**src/rtl/rlkp_pkg.sv**
```systemverilog
// Shared types and constants for the RGB LED mixer with knob pickup.
package rlkp_pkg;

   localparam int KNOB_BITS = 10;
   localparam int NUM_CH    = 3;

   localparam logic [KNOB_BITS-1:0] KNOB_FULL      = 10'd1023;
   localparam logic [KNOB_BITS-1:0] DEADBAND_RESET = 10'd5;

   localparam logic [1:0] MODE_UNINIT    = 2'd0;
   localparam logic [1:0] MODE_SINGLE    = 2'd1;
   localparam logic [1:0] MODE_COMPOSITE = 2'd2;

   localparam logic [1:0] CH_RED   = 2'd0;
   localparam logic [1:0] CH_GREEN = 2'd1;
   localparam logic [1:0] CH_BLUE  = 2'd2;

   typedef struct packed {
      logic                 mode_button_level;
      logic                 color_button_level;
      logic [KNOB_BITS-1:0] knob_sample;
   } item_type;

   typedef struct packed {
      logic [1:0] display_mode;
      logic [1:0] active_channel;
      logic       mode_indicator;
      logic       color_indicator;
   } status_type;

   // channel rotation; the unused code lands on green
   function automatic logic [1:0] next_channel(input logic [1:0] ch);
      logic [1:0] nxt;
      case (ch)
         CH_RED:   nxt = CH_GREEN;
         CH_GREEN: nxt = CH_BLUE;
         CH_BLUE:  nxt = CH_RED;
         default:  nxt = CH_GREEN;
      endcase
      return nxt;
   endfunction

endpackage

```
**src/rtl/rgb_led_mixer_knob_pickup.sv**
```systemverilog
// Top level of the RGB LED mixer with knob soft pickup.
// One poll per clock cycle sustained while rsp_ready stays high. A poll waits
// in the input register, and the state update then loads its result into
// the result register. That update covers button release decode, channel
// rotation, knob pickup and, for composite mode, three multiply-and-fold
// divisions by 1023. The result then waits there until rsp_ready takes it.
// A new poll is taken while a result waits, as long as the input register
// is free. The knob deadband register resets to 5; it is to be written
// through csr_write_enable/csr_write_data only while no poll is in flight,
// which the block itself does not enforce.
module rgb_led_mixer_knob_pickup #(
   parameter int DUTY_BITS = 10
) (
   input  logic        clock,
   input  logic        reset,

   input  logic        req_valid,
   output logic        req_ready,
   input  logic        req_mode_button_level,
   input  logic        req_color_button_level,
   input  logic [9:0]  req_knob_sample,

   output logic        rsp_valid,
   input  logic        rsp_ready,
   output logic [9:0]  rsp_red_duty,
   output logic [9:0]  rsp_green_duty,
   output logic [9:0]  rsp_blue_duty,
   output logic [1:0]  rsp_display_mode,
   output logic [1:0]  rsp_active_channel,
   output logic        rsp_mode_indicator,
   output logic        rsp_color_indicator,

   input  logic        csr_write_enable,
   input  logic [9:0]  csr_write_data
);

   logic                                   in_valid_ff, in_valid_in;
   rlkp_pkg::item_type                     item_ff;
   logic                                   out_valid_ff, out_valid_in;
   logic [rlkp_pkg::NUM_CH-1:0][DUTY_BITS-1:0] duty_next;
   logic [rlkp_pkg::NUM_CH-1:0][9:0]       duty_out_ff;
   rlkp_pkg::status_type                   status_next, status_ff;
   logic [rlkp_pkg::KNOB_BITS-1:0]         deadband_ff;
   logic                                   step;
   logic                                   req_xfer;

   assign step      = in_valid_ff && (!out_valid_ff || rsp_ready);
   assign req_ready = !in_valid_ff || step;
   assign req_xfer  = req_valid && req_ready;

   assign in_valid_in  = req_xfer || (in_valid_ff && !step);
   assign out_valid_in = step || (out_valid_ff && !rsp_ready);

   always_ff @(posedge clock) begin
      if (reset) begin
         in_valid_ff  <= 1'b0;
         out_valid_ff <= 1'b0;
         deadband_ff  <= rlkp_pkg::DEADBAND_RESET;
      end else begin
         in_valid_ff  <= in_valid_in;
         out_valid_ff <= out_valid_in;
         if (csr_write_enable) deadband_ff <= csr_write_data;
      end
   end

   always_ff @(posedge clock) begin
      if (req_xfer) begin
         item_ff <= '{mode_button_level:  req_mode_button_level,
                      color_button_level: req_color_button_level,
                      knob_sample:        req_knob_sample};
      end
      if (step) begin
         for (int i = 0; i < rlkp_pkg::NUM_CH; i++) begin
            duty_out_ff[i] <= 10'(duty_next[i]);
         end
         status_ff <= status_next;
      end
   end

   rlkp_core #(.DUTY_BITS(DUTY_BITS)) u_core (
      .clock       (clock),
      .reset       (reset),
      .step        (step),
      .item        (item_ff),
      .deadband    (deadband_ff),
      .duty_next   (duty_next),
      .status_next (status_next)
   );

   assign rsp_valid           = out_valid_ff;
   assign rsp_red_duty        = duty_out_ff[0];
   assign rsp_green_duty      = duty_out_ff[1];
   assign rsp_blue_duty       = duty_out_ff[2];
   assign rsp_display_mode    = status_ff.display_mode;
   assign rsp_active_channel  = status_ff.active_channel;
   assign rsp_mode_indicator  = status_ff.mode_indicator;
   assign rsp_color_indicator = status_ff.color_indicator;

`ifndef ASSERT_OFF
   a_step_gives_result: assert property (@(posedge clock) disable iff (reset)
      step |=> out_valid_ff)
      else $error("poll processed but no result registered");

   a_stalled_item_kept: assert property (@(posedge clock) disable iff (reset)
      in_valid_ff && !step |=> in_valid_ff && $stable(item_ff))
      else $error("stalled poll lost from input register");

   a_transfer_lands: assert property (@(posedge clock) disable iff (reset)
      req_xfer |=> in_valid_ff)
      else $error("accepted poll not held in input register");
`endif

endmodule

```
**src/rtl/rlkp_scale.sv**
```systemverilog
// One channel of composite scaling: floor(brightness * knob / 1023).
module rlkp_scale #(
   parameter int DUTY_BITS = 10
) (
   input  logic [DUTY_BITS-1:0]          bright,
   input  logic [rlkp_pkg::KNOB_BITS-1:0] knob,
   output logic [DUTY_BITS-1:0]          scaled
);

   localparam int PW = DUTY_BITS + rlkp_pkg::KNOB_BITS;
   localparam int SW = ((DUTY_BITS > rlkp_pkg::KNOB_BITS) ? DUTY_BITS
                                                         : rlkp_pkg::KNOB_BITS) + 1;
   localparam int HW = SW - 10;
   localparam int QW = DUTY_BITS + 1;

   logic [PW-1:0]        product;
   logic [DUTY_BITS-1:0] hi;
   logic [SW-1:0]        fold1;
   logic [HW-1:0]        hi2;
   logic [10:0]          fold2;
   logic                 carry;
   logic [QW-1:0]        quot;

   // x = 1024*hi + lo = 1023*hi + (hi + lo); fold twice, then one correction
   assign product = PW'(bright) * PW'(knob);
   assign hi      = product[PW-1:10];
   assign fold1   = SW'(hi) + SW'(product[9:0]);
   assign hi2     = fold1[SW-1:10];
   assign fold2   = 11'(hi2) + 11'(fold1[9:0]);
   assign carry   = (fold2 >= 11'(rlkp_pkg::KNOB_FULL));
   assign quot    = QW'(hi) + QW'(hi2) + QW'(carry);
   assign scaled  = quot[DUTY_BITS-1:0];

endmodule

```
**src/rtl/rlkp_core.sv**
```systemverilog
// Mixer state and the combinational poll update: buttons, channel, knob pickup.
module rlkp_core #(
   parameter int DUTY_BITS = 10
) (
   input  logic                                   clock,
   input  logic                                   reset,
   input  logic                                   step,
   input  rlkp_pkg::item_type                     item,
   input  logic [rlkp_pkg::KNOB_BITS-1:0]         deadband,
   output logic [rlkp_pkg::NUM_CH-1:0][DUTY_BITS-1:0] duty_next,
   output rlkp_pkg::status_type                   status_next
);

   localparam int CW = (DUTY_BITS > rlkp_pkg::KNOB_BITS) ? DUTY_BITS
                                                         : rlkp_pkg::KNOB_BITS;

   logic [rlkp_pkg::NUM_CH-1:0][DUTY_BITS-1:0] duty_ff, duty_in;
   logic [rlkp_pkg::NUM_CH-1:0][DUTY_BITS-1:0] bright_ff, bright_in;
   logic [rlkp_pkg::NUM_CH-1:0][DUTY_BITS-1:0] scaled;
   logic [1:0]                     chan_ff, chan_in;
   logic [1:0]                     mode_ff, mode_in;
   logic                           spick_ff, spick_in;
   logic                           cpick_ff, cpick_in;
   logic [rlkp_pkg::KNOB_BITS-1:0] last_ff, last_in;
   logic [rlkp_pkg::KNOB_BITS-1:0] clast_ff, clast_in;
   logic                           mheld_ff, mheld_in;
   logic                           cheld_ff, cheld_in;
   logic [rlkp_pkg::KNOB_BITS-1:0] knob_diff;
   logic                           knob_moved;

   // brightness only changes in single-colour mode, so composite uses the held values
   for (genvar g = 0; g < rlkp_pkg::NUM_CH; g++) begin : g_scale
      rlkp_scale #(.DUTY_BITS(DUTY_BITS)) u_scale (
         .bright (bright_ff[g]),
         .knob   (item.knob_sample),
         .scaled (scaled[g])
      );
   end

   always_comb begin
      duty_in   = duty_ff;
      bright_in = bright_ff;
      chan_in   = chan_ff;
      mode_in   = mode_ff;
      spick_in  = spick_ff;
      cpick_in  = cpick_ff;
      last_in   = last_ff;
      clast_in  = clast_ff;
      mheld_in  = mheld_ff;
      cheld_in  = cheld_ff;

      knob_diff  = (item.knob_sample > last_ff) ? (item.knob_sample - last_ff)
                                                : (last_ff - item.knob_sample);
      knob_moved = (knob_diff > deadband);

      // mode button, acts on release
      if (!item.mode_button_level) begin
         mheld_in = 1'b1;
      end else if (mheld_ff) begin
         mheld_in = 1'b0;
         duty_in  = '0;
         spick_in = 1'b0;
         cpick_in = 1'b0;
         case (mode_ff)
            rlkp_pkg::MODE_UNINIT: begin
               mode_in = rlkp_pkg::MODE_SINGLE;
            end
            rlkp_pkg::MODE_COMPOSITE: begin
               for (int i = 0; i < rlkp_pkg::NUM_CH; i++) begin
                  if (chan_ff == 2'(i)) duty_in[i] = bright_ff[i];
               end
               mode_in = rlkp_pkg::MODE_SINGLE;
            end
            default: begin
               duty_in = bright_ff;
               mode_in = rlkp_pkg::MODE_COMPOSITE;
            end
         endcase
      end

      // colour button, acts on release in single-colour mode only
      if (!item.color_button_level) begin
         cheld_in = 1'b1;
      end else if (cheld_ff) begin
         cheld_in = 1'b0;
         if (mode_in == rlkp_pkg::MODE_SINGLE) begin
            for (int i = 0; i < rlkp_pkg::NUM_CH; i++) begin
               if (chan_ff == 2'(i)) begin
                  bright_in[i] = duty_in[i];
                  duty_in[i]   = '0;
               end
            end
            chan_in = rlkp_pkg::next_channel(chan_ff);
            for (int i = 0; i < rlkp_pkg::NUM_CH; i++) begin
               if (chan_in == 2'(i)) duty_in[i] = bright_in[i];
            end
            spick_in = 1'b0;
         end
      end

      // knob with soft pickup
      if (knob_moved) begin
         if (mode_in == rlkp_pkg::MODE_SINGLE) begin
            for (int i = 0; i < rlkp_pkg::NUM_CH; i++) begin
               if (chan_in == 2'(i)) begin
                  if (CW'(item.knob_sample) == CW'(bright_in[i])) spick_in = 1'b1;
                  if (spick_in) duty_in[i] = DUTY_BITS'(item.knob_sample);
               end
            end
            last_in = item.knob_sample;
         end else if (mode_in == rlkp_pkg::MODE_COMPOSITE) begin
            if (item.knob_sample == clast_ff) begin
               cpick_in = 1'b1;
            end else if (cpick_in) begin
               duty_in  = scaled;
               clast_in = item.knob_sample;
            end
            last_in = item.knob_sample;
         end
      end
   end

   always_ff @(posedge clock) begin
      if (reset) begin
         duty_ff   <= '0;
         bright_ff <= {rlkp_pkg::NUM_CH{DUTY_BITS'(rlkp_pkg::KNOB_FULL)}};
         chan_ff   <= rlkp_pkg::CH_RED;
         mode_ff   <= rlkp_pkg::MODE_UNINIT;
         spick_ff  <= 1'b0;
         cpick_ff  <= 1'b0;
         last_ff   <= '0;
         clast_ff  <= '0;
         mheld_ff  <= 1'b0;
         cheld_ff  <= 1'b0;
      end else if (step) begin
         duty_ff   <= duty_in;
         bright_ff <= bright_in;
         chan_ff   <= chan_in;
         mode_ff   <= mode_in;
         spick_ff  <= spick_in;
         cpick_ff  <= cpick_in;
         last_ff   <= last_in;
         clast_ff  <= clast_in;
         mheld_ff  <= mheld_in;
         cheld_ff  <= cheld_in;
      end
   end

   assign duty_next   = duty_in;
   assign status_next = '{display_mode:    mode_in,
                          active_channel:  chan_in,
                          mode_indicator:  mheld_in,
                          color_indicator: cheld_in};

`ifndef ASSERT_OFF
   a_hold_when_idle: assert property (@(posedge clock) disable iff (reset)
      !step |=> $stable(duty_ff) && $stable(mode_ff) && $stable(chan_ff))
      else $error("mixer state changed without a poll");

   a_no_return_uninit: assert property (@(posedge clock) disable iff (reset)
      step && mode_ff != rlkp_pkg::MODE_UNINIT |=> mode_ff != rlkp_pkg::MODE_UNINIT)
      else $error("mode went back to uninitialised");

   a_chan_single_only: assert property (@(posedge clock) disable iff (reset)
      step && mode_in != rlkp_pkg::MODE_SINGLE |=> chan_ff == $past(chan_ff))
      else $error("channel moved outside single-colour mode");
`endif

endmodule

```
**config.mk**
```make
export PLATFORM = sky130hd
export DESIGN_NAME = rgb_led_mixer_knob_pickup
export DESIGN_NICKNAME = d
export VERILOG_FILES = /design/src/rtl/rlkp_pkg.sv /design/src/rtl/rgb_led_mixer_knob_pickup.sv /design/src/rtl/rlkp_scale.sv /design/src/rtl/rlkp_core.sv
export SDC_FILE = /design/constraint.sdc
export NUM_CORES = 1
export LEC_CHECK = 0
export ABC_AREA = 1
export BUFFER_PORTS_ARGS = -buffer_cell sky130_fd_sc_hd__buf_2
export CAP_MARGIN = 0
export CORE_MARGIN = 5
export CORE_UTILIZATION = 45
export CTS_CLUSTER_DIAMETER = 150
export DETAILED_ROUTE_END_ITERATION = 12
export PLACE_DENSITY = 0.62
export SLEW_MARGIN = 5
export SYNTH_ARGS = -nofsm -noshare
export SYNTH_HDL_FRONTEND = slang
export SYNTH_SLANG_ARGS = --single-unit
export TNS_END_PERCENT = 20
```
**constraint.sdc**
```tcl
create_clock -name clock -period 9.5 [get_ports clock]
set_input_delay 0 -clock clock [delete_from_list [all_inputs] [get_ports clock]]
set_output_delay 0 -clock clock [all_outputs]
set_load 0.005 [all_outputs]
```
* Word-level counts from Yosys, hierarchy flattened
Index checks and enable logic that the tools add are counted.
** Cells by class
- $mul :: 3
- Multiplexer cells :: 75
- $add $sub $neg :: 14
- Bitwise operators :: 2
- Reductions and logical operators :: 20
- Order comparisons :: 5
- Equality and inequality tests :: 13
** Operator list (number)
- $mux W30 :: 13
- $mux W10 :: 21
- $add A10 B1 Y10 :: 6
- $mul A10 B10 Y20 :: 3
- $pmux W30 S2 :: 1
- $eq A10 B10 Y1 :: 4
- $add A1 B10 Y11 :: 3
- $add A10 B10 Y11 :: 3
- $ge A11 B10 Y1 const B :: 3
- $mux W1 :: 30
- $gt A10 B10 Y1 :: 2
- $sub A10 B10 Y10 :: 2
- $mux W2 :: 9
- $eq A2 B2 Y1 const B :: 5
- $eq A2 B1 Y1 const B :: 4
- $logic_not A2 Y1 :: 4
- $reduce_and A6 Y1 :: 1
- $logic_and A1 B1 Y1 :: 4
- $logic_not A1 Y1 :: 4
- $logic_or A1 B1 Y1 :: 4
- $pmux W2 S2 :: 1
- $reduce_and A3 Y1 :: 1
- $not A1 Y1 :: 2
- $reduce_bool A2 Y1 :: 1
- $reduce_or A2 Y1 :: 1
** Storage, ports and cells
- Output and inout port bits :: 38
- Bits of input ports :: 27
- Register bits :: 148
- Logic and storage cells :: 159

* Longest topological paths before layout
- Depth after elaboration :: 30
- Gate-level depth with buffers :: 57
- Depth with buffers taken out :: 55

* By module
A second synthesis with hierarchy kept.
** Second synthesis, totals
- Cell total of the unflattened synthesis :: 3629
- Area, all modules :: 23744.0 sq um
** Modules (own cells, without submodules)
- rlkp_core :: cells each 1406, seq. area each 1761.7 sq um, area an instance 8061.5 sq um, instances 1
- rlkp_scale at u_core.g_scale[0].u_scale :: cells each 711, seq. area each 0.0 sq um, area an instance 4675.7 sq um, instances 1
- rlkp_scale at u_core.g_scale[1].u_scale :: cells each 707, seq. area each 0.0 sq um, area an instance 4594.4 sq um, instances 1
- rlkp_scale at u_core.g_scale[2].u_scale :: cells each 702, seq. area each 0.0 sq um, area an instance 4540.6 sq um, instances 1
- rgb_led_mixer_knob_pickup :: cells each 103, seq. area each 1681.6 sq um, area an instance 1871.8 sq um, instances 1

* Least setup slack after synthesis
No wires, ideal clock.
- Kind :: register to register
- Start point :: register item_ff[1] in the netlist's numbering
- End point :: register duty_out_ff (netlist bit rsp_green_duty[8]) (data pin)
- Period minus slack after synthesis :: 8769 ps
- Arrival time :: 8518 ps
- Setup slack :: 731 ps
- Cell stages (with the launch flop) :: 54
- Required time :: 9249 ps
- Setup time :: 251 ps
- Path through :: edfxtp_1 > clkbuf_1 > clkbuf_1 > nand2_1 > fa_1 > inv_1 > fa_1 > inv_1 > fa_1 > inv_1 > fa_1 > inv_1 > fa_1 > inv_1 > ha_1 > nand2_1 > o21bai_1 > inv_1 > (+18 left out) > or2_0 > or2_0 > nand2_1 > nand2_1 > nor2_1 > nand2_1 > fa_1 > inv_1 > ha_1 > nand2_1 > nor2_1 > nand3_1 > nand2_1 > nand3_1 > nand2_1 > nand3_1 > nand2_1 > inv_1
** RTL lines
- start, declared :: RTL line rgb_led_mixer_knob_pickup.sv:38 : rlkp_pkg::item_type item_ff;
- start signal, assigned :: RTL line rgb_led_mixer_knob_pickup.sv:68 : item_ff <= '{mode_button_level: req_mode_button_level,
- end signal, assigned by index :: RTL line rgb_led_mixer_knob_pickup.sv:74 : duty_out_ff[i] <= 10'(duty_next[i]);
- end, declared :: RTL line rgb_led_mixer_knob_pickup.sv:41 : logic [rlkp_pkg::NUM_CH-1:0][9:0] duty_out_ff;

==> qor.csv <==
metric;value;unit
r2r_cells;53;
min_period;8.916;ns
synth_compound_area_frac;0.1028;
clockRootBuffer;sky130_fd_sc_hd__clkbuf_16;
number_of_port_buffers;64;
io_pins;65;
detailroute.via_count;22380;
drc;0;
floorplan.core_area;50380;um2
final-max-slew-violation-count;0;
initial_utilization;0.4564;
cp_data_arrival_time;9.12;ns
post_route_cells_drive_above_1_share;0.06102;
synth.avg_cell_area;6.462;um2
max_freq;112.2;MHz
critPathSlowestCell;sky130_fd_sc_hd__fa_1;
synthTopCellsByArea;sky130_fd_sc_hd__nand2_1 (19%), sky130_fd_sc_hd__fa_1 (17%), sky130_fd_sc_hd__ha_1 (12%), sky130_fd_sc_hd__inv_1 (11%), sky130_fd_sc_hd__dfxtp_1 (8.7%);
wl_per_cell;16.33;um
track_usage;0.2465;
cap_violations;0;
finalWirelength;70.13;mm
reg2reg_to;rsp_green_duty[8];
reg2reg_slack;0.58;ns
hold_end;deadband_ff[8];
die_area;55720;um2
fillCellCount;5191;
worst-path-buf-inv;13;
dieHeight;236.0;um
synth_top_area_frac;0.1886;
netlist_area;22990;um2
dieWidth;236.0;um
combinational_family_with_the_most_area_after_synthesis;simple AND/OR/NAND/NOR gates;
finish.net_count;4057;
maximum_number_of_pins_on_one_net_before_global_route_repair;79;
synthesis_warning_total;0;
seq_area_frac_synth;0.1498;
clk_pin_slew_worst_paths;0.07;ns
layout_area_growth_over_synthesis;9.414;%
synth.mux.area_fraction;0.0004353;
first_global_vias;20730;
timing.hold.worst.start;csr_write_enable;
clock_skew;0.01463;ns
global_route_wire_length_before_repair;112.3;mm
drt_pre_antenna_iters;7;
worst-setup-path-type;reg -> reg;
cts_inserted_buffers;17;
rows;82;
setup_viol;0;
commonest_cells_after_routing_fill_and_taps_aside;sky130_fd_sc_hd__nand2_1 (1154), sky130_fd_sc_hd__inv_1 (652), sky130_fd_sc_hd__nand3_1 (262);
synth-adder-area-share;0.2921;
finalInstanceArea;25160;um2
initialDrtViolationCount;2007;
slew_headroom;0.3194;
hpwl;54.50;mm
hold_viol_final;0;
timing.critical_path.fanout_max;13;
clk_latency;0.46;ns
tritoncts;done;
number_of_antenna_violations_at_the_first_check_in_global_routing;1;
clockBufferDepth;2;
critPathLaunchType;register;
outcome;complete, no violations;
routability_driven_placement_congestion_ratio;0.9233;
route.detailed.vias_per_inst;5.211;
timing.hold.worst_path_depth;3;
detailed_place.area;24130;um2
synth-simple-area-share;0.3000;
post-route-period-util;0.9385;
crit_path_frequent_cell;sky130_fd_sc_hd__nand2_1;
worst_setup_path_end_kind;register;
synth_cell_type_count;51;
clock_net_sink_count;148;
timing.hold.worst.class;in -> reg;
synthXorXnorAreaFrac;0.02019;
ant_nets;0;
ys_seq_elements;148;
multiInputGateArea;16520;um2
seqCellArea;3443;um2
synth_cells;3558;
critical_path.reg2reg.startpoint;item_ff[1];
timing.critical_path.required;9.71;ns
netlist.top_cell.by_area;sky130_fd_sc_hd__nand2_1;
mappedNetlistNets;4006;
worstMarginPinSlew;1.018;ns
antenna-diode-count;0;
grt-ovfl-total;0;
most_common_library_cell_in_the_layout_ignoring_fill_and_taps;sky130_fd_sc_hd__nand2_1;
cpPeakStageDelay;0.57;ns
htree_num_levels;4;
critical-path-top-delay-family;adder cells;
state kept, by name, summed over array words and instances (netlist names):
| signal | cells |
|---|---|
| u_core.mheld_ff | 1 |
| rsp_green_duty | 10 |
| u_core.mode_ff | 2 |
| rsp_red_duty | 10 |
| rsp_mode_indicator | 1 |
| deadband_ff | 10 |
| rsp_active_channel | 2 |
| u_core.spick_ff | 1 |
| u_core.bright_ff | 30 |
| u_core.last_ff | 10 |
| u_core.clast_ff | 10 |
| u_core.chan_ff | 2 |
| in_valid_ff | 1 |
| u_core.cheld_ff | 1 |
| u_core.cpick_ff | 1 |
| rsp_blue_duty | 10 |
| rsp_valid | 1 |
| item_ff | 12 |
| u_core.duty_ff | 30 |
| rsp_color_indicator | 1 |
| rsp_display_mode | 2 |
cells by family (layout without fill, tap and decap cells):
| logic type | after synthesis | count (layout) |
|---|---|---|
| AOI/OAI and AO/OA | 455 | 455 |
| xor gates and xnor gates | 53 | 53 |
| adders and majority gates | 421 | 421 |
| buffers and inverters | 807 | 871 |
| DFF | 148 | 148 |
| muxes | 1 | 1 |
| and+or+nand+nor | 1673 | 1673 |
tightest hold or removal path, delay by kind of cell:
| family | cells | cell delay, ns |
|---|---|---|
| buffers and inverters | 2 | 0.30 |
| AO/OA/AOI/OAI | 1 | 0.18 |
synth_stat cells, drive strengths merged:
cell	count
nand4	32
dfxtp	100
nor2	171
a211oi	1
a22oi	2
a21o	4
inv	664
fa	193
nand2b	1
o21bai	5
a221oi	3
o31ai	1
nand2	1166
a32oi	1
o211ai	5
a21boi	1
clkinv	6
nor3	11
edfxtp	48
and2	6
o2111ai	2
clkbuf	67
buf	70
mux2i	1
or2	6
a22o	1
a21oi	246
nand3b	15
xor2	35
o21ai	180
a31oi	2
o21a	1
ha	228
xnor2	18
nand3	265
metal layers:
metal  track usage  up-vias  wire length (um)
li1              -    11160                 -
met1        0.3564    10360             32520
met2        0.3990      766             31520
met3       0.02768       97              4484
met4       0.05542        0              1606
met5             0        -                 0
through the flow:
step           hold slack (ns)  instances  setup slack [ns]  TNS [ns]    util
6_report               0.06514       4294            0.5843         0  0.4994
5_1_grt                0.08269       4294          -0.04419  -0.08331  0.4994
4_1_cts                0.04257       4288            0.4127         0  0.4968
3_5_place_dp            0.1821       4228            0.4642         0  0.4791
3_3_place_gp            0.1782       4228            0.5709         0  0.4791
2_1_floorplan          0.09887       3558            0.7308         0       -
how the worst max path moves through the flow:
stage | cells past startpoint | from | slack [ns] | to
2_1_floorplan | 53 | item_ff[1] | 0.73 | rsp_green_duty[8]
3_3_place_gp | 52 | item_ff[6] | 0.57 | rsp_green_duty[8]
3_5_place_dp | 52 | item_ff[6] | 0.46 | rsp_green_duty[8]
4_1_cts | 52 | item_ff[6] | 0.41 | rsp_green_duty[8]
5_1_grt | 52 | item_ff[2] | -0.04 | rsp_blue_duty[5]
6_report | 53 | item_ff[1] | 0.58 | rsp_green_duty[8]
final cells by class:
cell class                 count  area share
multi-input combinational   2603      0.6565
sequential                   148      0.1369
inverter                     670      0.1001
timing repair buffer         169     0.04874
tap                          672     0.03342
clock buffer                  18     0.01746
clock inverter                14    0.006913
what timing repair did:
| item | 4_1_cts | 5_1_grt |
|---|---|---|
| buffers inserted | 0 | 6 |
| hold buffers | 28 | 0 |
| gates resized for setup | 0 | 20 |
| hold endpoints to repair | 24 | 0 |
| endpoints found under the setup margin | 0 | 36 |
Power is left out: the tool's default activity adds up to more than one toggle a clock period on the data nets, which glitch-free logic cannot reach.
